--- config.mk ---
export PLATFORM = sky130hd
export DESIGN_NAME = drc_qmul
export DESIGN_NICKNAME = d
export VERILOG_FILES = /design/src/hw/rtl/drc_pkg.sv /design/src/hw/rtl/drc_qmul.sv
export SDC_FILE = /design/constraint.sdc
export NUM_CORES = 2
export LEC_CHECK = 0
export CORE_ASPECT_RATIO = 0.8
export CORE_MARGIN = 3
export CORE_UTILIZATION = 60
export DETAILED_ROUTE_END_ITERATION = 6
export DONT_BUFFER_PORTS = 1
export HOLD_SLACK_MARGIN = 0.15
export PLACE_DENSITY_LB_ADDON = 0.1
export SLEW_MARGIN = 20
export SYNTH_ARGS = -nofsm -noshare
export SYNTH_HDL_FRONTEND = slang
export SYNTH_SLANG_ARGS = --single-unit
--- constraint.sdc ---
create_clock -name clk -period 18.9 [get_ports clk]
set_clock_uncertainty 0.05 [all_clocks]
set_input_delay 1.89 -clock clk [delete_from_list [all_inputs] [get_ports clk]]
set_output_delay 1.89 -clock clk [all_outputs]
set_load 0.05 [all_outputs]
--- src/hw/rtl/drc_pkg.sv ---
// Shared constants and types for the detector radiance calibration pipeline.
package drc_pkg;

	// Fixed table geometry
	localparam int NUM_GAIN_STATES  = 2;
	localparam int NUM_MIRROR_SIDES = 2;
	localparam int NUM_TAB          = 7;
	localparam int NUM_GAIN_TAB     = 4;

	// Field widths
	localparam int DN_W    = 14;
	localparam int ANGLE_W = 16;
	localparam int RAD_W   = 32;

	// Fixed point
	localparam int FRAC   = 16;
	localparam int T_W    = ANGLE_W + 8;   // angle moved to Q.16
	localparam int MAG_W  = 60;            // product magnitude limit 2^60-1
	localparam int PROD_W = MAG_W + 1;
	localparam int SUM_W  = PROD_W + 2;

	// Pipeline depths
	localparam int MUL_LAT = 6;
	localparam int QUO_W   = RAD_W - 1;
	localparam int NB_W    = QUO_W - FRAC;
	localparam int DIV_LAT = QUO_W + 3;

	localparam logic signed [SUM_W-1:0] RVS_HI = SUM_W'(131072);  // 2.0
	localparam logic signed [SUM_W-1:0] RVS_LO = SUM_W'(32768);   // 0.5
	localparam logic [RAD_W-1:0] RAD_MAX = 32'h7FFF_FFFF;
	localparam logic [RAD_W-1:0] RAD_MIN = 32'h8000_0000;

	typedef enum logic [2:0] {
		SEL_C0,
		SEL_C1,
		SEL_C2,
		SEL_DARK,
		SEL_A0,
		SEL_A1,
		SEL_A2
	} coef_sel_t;

	typedef enum logic [1:0] {
		REG_DARK_SUBTRACT_ENABLE,
		REG_LINE_MARGIN
	} cfg_reg_t;

	typedef enum logic {
		REQ_WRITE,
		REQ_CALIBRATE
	} req_t;

endpackage

--- src/hw/rtl/drc_qmul.sv ---
// Pipelined signed Q.16 multiply, truncated toward zero, magnitude saturated.
module drc_qmul #(
	parameter int AW = 32,
	parameter int BW = 32
) (
	input  logic                               clk,
	input  logic                               en,
	input  logic signed [AW-1:0]               a,
	input  logic signed [BW-1:0]               b,
	output logic signed [drc_pkg::PROD_W-1:0]  p
);

	localparam int HA  = (AW + 1) / 2;
	localparam int HB  = (BW + 1) / 2;
	localparam int PRW = AW + BW;
	localparam int EW  = (PRW > 77) ? PRW : 77;

	logic [AW-1:0] amag_s1;
	logic [BW-1:0] bmag_s1;
	logic neg_s1, neg_s2, neg_s3, neg_s4, neg_s5;
	logic [HA+HB-1:0]           p00_s2;
	logic [HA+BW-HB-1:0]        p01_s2;
	logic [AW-HA+HB-1:0]        p10_s2;
	logic [AW-HA+BW-HB-1:0]     p11_s2;
	logic [PRW-1:0] lo_s3, hi_s3, sum_s4;
	logic [drc_pkg::MAG_W-1:0] mag_s5;
	logic signed [drc_pkg::PROD_W-1:0] p_s6;
	logic [EW-1:0] sh;
	logic sat;

	assign sh  = EW'(sum_s4) >> drc_pkg::FRAC;
	assign sat = |sh[EW-1:drc_pkg::MAG_W];

	always_ff @(posedge clk) begin
		if (en) begin
			amag_s1 <= a[AW-1] ? AW'(-a) : AW'(a);
			bmag_s1 <= b[BW-1] ? BW'(-b) : BW'(b);
			neg_s1  <= a[AW-1] ^ b[BW-1];
			// limb products
			p00_s2 <= amag_s1[HA-1:0] * bmag_s1[HB-1:0];
			p01_s2 <= amag_s1[HA-1:0] * bmag_s1[BW-1:HB];
			p10_s2 <= amag_s1[AW-1:HA] * bmag_s1[HB-1:0];
			p11_s2 <= amag_s1[AW-1:HA] * bmag_s1[BW-1:HB];
			neg_s2 <= neg_s1;
			lo_s3  <= PRW'(p00_s2) + (PRW'(p01_s2) << HB);
			hi_s3  <= (PRW'(p10_s2) << HA) + (PRW'(p11_s2) << (HA + HB));
			neg_s3 <= neg_s2;
			sum_s4 <= lo_s3 + hi_s3;
			neg_s4 <= neg_s3;
			mag_s5 <= sat ? {drc_pkg::MAG_W{1'b1}} : sh[drc_pkg::MAG_W-1:0];
			neg_s5 <= neg_s4;
			p_s6   <= neg_s5 ? -$signed({1'b0, mag_s5}) : $signed({1'b0, mag_s5});
		end
	end

	assign p = p_s6;

endmodule

# == Word level (Yosys, flattened, before mapping) ==
# Cells that the tools add are included.
# Widths: inputs -> output; s select.
# classes
n_mul,4
n_addsub,6
muxes,3
bitwise,1
# op_table
operator,count
$mul 16x16->32,4
$add 48x64->64,1
$add 64x64->64,1
$neg 32->32,2
$mux 31,2
$neg 48->61,1
$add 32x48->49,1
$mux 48,1
$xor 1x1->1,1
# totals
output_inout_bits,61
elab_cells,34
register_bits,498

# == Logic depth before layout (Yosys ltp) ==
# depth
depth_word,2
mapped_depth,24

# == Least setup slack after synthesis ==
# Ideal clock, no wire load.
# synth_path
kind,register to register
from,register bmag_s1[7]
to,"register p10_s2[30], data pin"
setup_time_ps,264
n_path_buf,1
setup_slack_ps,12427
required_time_ps,18586
arrival_ps,6160
path_stages_with_launch,23
path_cell_list,edfxtp_1 -> clkbuf_1 -> nand2_1 -> fa_1 -> inv_1 -> fa_1 -> inv_1 -> fa_1 -> inv_1 -> fa_1 -> fa_1 -> inv_1 -> fa_1 -> inv_1 -> ha_1 -> and3_1 -> or4b_2 -> o221a_2 -> o31ai_1 -> o41ai_1 -> o21a_1 -> a31oi_1 -> xor2_1
# synth_via
elab_chain_cells,1
# synth_lines
item,line_no,text
start: declaration,drc_qmul.sv:19,logic [BW-1:0] bmag_s1;
start signal: assignment,drc_qmul.sv:37,bmag_s1 <= b[BW-1] ? BW'(-b) : BW'(b);
$mul 16x16->32,drc_qmul.sv:42,p10_s2 <= amag_s1[AW-1:HA] * bmag_s1[HB-1:0];
end signal: assignment,drc_qmul.sv:42,
end: declaration,drc_qmul.sv:23,logic [AW-HA+HB-1:0] p10_s2;
# No other way between the ends.
# A chain may end at the register's enable or synchronous reset.

# == Final worst setup path ==
# layout_path
from,register bmag_s1[18]
to,"register p11_s2[30], data pin"
# layout_via
elab_chain_cells,1
# layout_lines
item,line_no,text
$mul 16x16->32,drc_qmul.sv:43,p11_s2 <= amag_s1[AW-1:HA] * bmag_s1[BW-1:HB];
end signal: assignment,drc_qmul.sv:43,
end: declaration,drc_qmul.sv:24,logic [AW-HA+BW-HB-1:0] p11_s2;
# No other way between the ends.

==> results_dict.tcl <==
set metrics [dict create \
    drv.max_cap_violation_count 0 \
    cts_setup_buffers 0 \
    fin_tns_setup_ps 0 \
    grt_util_met1_pct 41.9 \
    synth-main-ff-cell "sky130_fd_sc_hd__edfxtp_1" \
    synth-warning-count 0 \
    cts_buffers 47 \
    core.rowCount 95 \
    cts_resized 0 \
    timing.critical_path.fanout_max 28 \
    grt_first_pass_wirelength_um 198000 \
    cp_top_family "adder cells" \
    layout.core_utilization_pct 64.2 \
    clock_tree_from_tritoncts "yes" \
    initial_utilization_pct 61.2 \
    syn-mean-instance-area_um2 10.1 \
    aggregate_routed_wire_length_um 122000 \
    cp_launch_type "register" \
    cts_root_buf "sky130_fd_sc_hd__clkbuf_16" \
    worstSkewPairLatency_ps 610 \
    layout-drive-gt1-share_pct 3.24 \
    max_freq_mhz 135 \
    slew_headroom_pct -15.9 \
    synthesis.instances 5153 \
    critPathMaxStageDelay_ps 810 \
    count_of_tritonroute_iterations_in_the_first_routing_pass 5 \
    crit_path_end_kind "register" \
    global_route.usage.met3_pct 6.27 \
    setup_repair_after_global_routing_missed_its_margin "false" \
    crit_path_cell_trace "buf_4 > nand2_1 > fa_1 > fa_1 > fa_1 > fa_1 > inv_1 > fa_1 > inv_1 > fa_1 > inv_1 > ha_1 > and3_1 > o211ai_1 > a21oi_1 > o21ai_0 > a21boi_0 > o31ai_1 > o311ai_0 > buf_4" \
    final_hold_viol_count 0 \
    criticalPathCategory "reg2reg" \
    drc 0 \
    place_congestion 0.874 \
    synth_area_um2 51900 \
    place.detailed.hpwl_um 88300 \
    ys_seq_area_share_pct 24.2 \
    number_of_synthesized_flops_with_an_enable_pin 419 \
    route.vias.total 34800 \
    synthesis_stage_register_bit_count 419 \
    data_arrival_critical_path_ps 7850 \
    cp_common_cell "sky130_fd_sc_hd__fa_1" \
    chipHeight_um 269 \
    grt.busiest_layer "met2" \
    r2r_setup_slack_ps 11480 \
    final_antenna_net_count 0 \
    io_count 127 \
    crit_buf_inv 5 \
    worst_path_max_delay_cell "sky130_fd_sc_hd__o311ai_0" \
    hold_path_class "reg2reg" \
    cell_types_with_the_highest_counts_after_synthesis "sky130_fd_sc_hd__inv_1 (944), sky130_fd_sc_hd__fa_1 (778), sky130_fd_sc_hd__nand2_1 (675)" \
    numClockSinks 419 \
    fp.dieW_um 335 \
    syn_to_final_growth_pct 5.03 \
    first_global_vias 36300 \
    globalRoute.totalOverflow 0 \
    core-area_um2 84900 \
    largest_cells_by_area_after_synthesis "sky130_fd_sc_hd__fa_1 (30%), sky130_fd_sc_hd__edfxtp_1 (24%), sky130_fd_sc_hd__ha_1 (12%)" \
    fraction_of_registers_with_async_set_or_reset_after_synthesis_pct 0 \
    layout.nets 6378 \
    avgViaCountPerCell 5.61 \
    diodes 0 \
    slew_violations 168 \
    grt_util_met2_pct 42.7 \
    yosys.cell_count.top_type "sky130_fd_sc_hd__inv_1" \
    die_area_um2 90100 \
    worstPathRequired_ps 19330 \
    io_buffers 0 \
    timing.final.crit_share_pct 39.3 \
    synth.lib_cells_used.distinct 69 \
    synth_fp_nets 6478 \
    failed_checks "slew limit" \
    htree_levels 2 \
    largest_net_degree_at_the_start_of_global_routing 420 \
    clkSlewWorstSetupHoldPaths_ps 60 \
    synth_area_leader_cell "sky130_fd_sc_hd__fa_1" \
    finalWorstPathRequiredPeriod_ps 7420 \
    postCtsHoldBufs 0 \
    antenna_found_initial 6 \
    drt_initial_violations 2539 \
    run_status "complete, but fails checks" \
    setup_viol 0 \
    drt-wirelength-per-cell_um 19.6 \
    tightest_slew_ps 1740 \
    grtUsageTotal_pct 28.1 \
    synthDominantCellAreaShare_pct 30.0 \
    cts.path.max_buffers 3 \
]
## cell type report
type                            count  area (um^2)
Clock buffer                       62         1250
Clock inverter                     24          285
Fill cell                        6837        30400
Inverter                          944         3540
Multi-Input combinational cell   3577        35000
Sequential cell                   419        12600
Tap cell                         1115         1400
Timing Repair Buffer               64          480
## worst register-to-register path: stages, from the launching register on
cell,delay [ps]
sky130_fd_sc_hd__edfxtp_1,430
sky130_fd_sc_hd__buf_4,360
sky130_fd_sc_hd__nand2_1,150
sky130_fd_sc_hd__fa_1,520
sky130_fd_sc_hd__fa_1,580
sky130_fd_sc_hd__fa_1,450
sky130_fd_sc_hd__fa_1,540
sky130_fd_sc_hd__inv_1,50
sky130_fd_sc_hd__fa_1,470
sky130_fd_sc_hd__inv_1,50
sky130_fd_sc_hd__fa_1,480
sky130_fd_sc_hd__inv_1,40
sky130_fd_sc_hd__ha_1,330
sky130_fd_sc_hd__and3_1,220
sky130_fd_sc_hd__o211ai_1,140
sky130_fd_sc_hd__a21oi_1,540
sky130_fd_sc_hd__o21ai_0,300
sky130_fd_sc_hd__a21boi_0,400
sky130_fd_sc_hd__o31ai_1,150
sky130_fd_sc_hd__o311ai_0,810
sky130_fd_sc_hd__buf_4,230
## metrics by stage
stage / hold slack, ps / std cells / worst slack [ps] / area, um^2
finish: 365 / 6205 / 11480 / 54500
global route: 372 / 6205 / 11180 / 54500
CTS: 363 / 6205 / 11650 / 54500
detailed placement: 355 / 6119 / 11660 / 53000
global placement: 351 / 6119 / 11680 / 53000
floorplan: 350 / 5153 / 12430 / 51900
## per-layer routing
layer  vias up  share of wire, %
met2      1391                43
li1      16100                 -
met1     17200                46
met3       157               9.6
met5         -             0.030
met4         6               1.8
## final timing paths
check	start	endpoint	depth (start not counted)
setup reg to reg	bmag_s1[18]	p11_s2[30]	20
hold reg to reg	sum_s4[28]	mag_s5[12]	0
hold / removal	sum_s4[28]	mag_s5[12]	0
setup / recovery	bmag_s1[18]	p11_s2[30]	20
## cells by family after synthesis
kind of cell / after synthesis / synth area share [%]
AO/OA/AOI/OAI: 517 / 6.44
XOR/XNOR: 296 / 4.99
adder cells (fa/ha/maj): 1259 / 41.6
buffers and inverters: 1157 / 8.38
flip-flops: 419 / 24.2
multiplexers: 1 / 0.0193
AND/OR/NAND/NOR: 1504 / 14.3
## placed cells by master (no fill, tap or decap), types with 42 or more instances in the layout
cell	n
sky130_fd_sc_hd__nor2_1	118
sky130_fd_sc_hd__xnor2_1	222
sky130_fd_sc_hd__a21o_1	73
sky130_fd_sc_hd__o21ai_0	95
sky130_fd_sc_hd__buf_4	64
sky130_fd_sc_hd__nand2_1	675
sky130_fd_sc_hd__ha_1	481
sky130_fd_sc_hd__a21oi_1	150
sky130_fd_sc_hd__and2_1	480
sky130_fd_sc_hd__fa_1	778
sky130_fd_sc_hd__edfxtp_1	419
sky130_fd_sc_hd__nand3_1	42
sky130_fd_sc_hd__xor2_1	74
sky130_fd_sc_hd__clkbuf_16	48
sky130_fd_sc_hd__inv_1	944
## state kept, by name (all words and copies together) (netlist names)
signal,count
p,61
lo_s3,33
neg_s1,1
neg_s4,1
neg_s5,1
p11_s2,32
neg_s3,1
bmag_s1,32
hi_s3,48
sum_s4,48
neg_s2,1
p00_s2,16
p10_s2,32
mag_s5,48
p01_s2,32
amag_s1,32
Power is not shown: default switching activity piles up to over one toggle a cycle in this logic, so the estimate is an artifact.
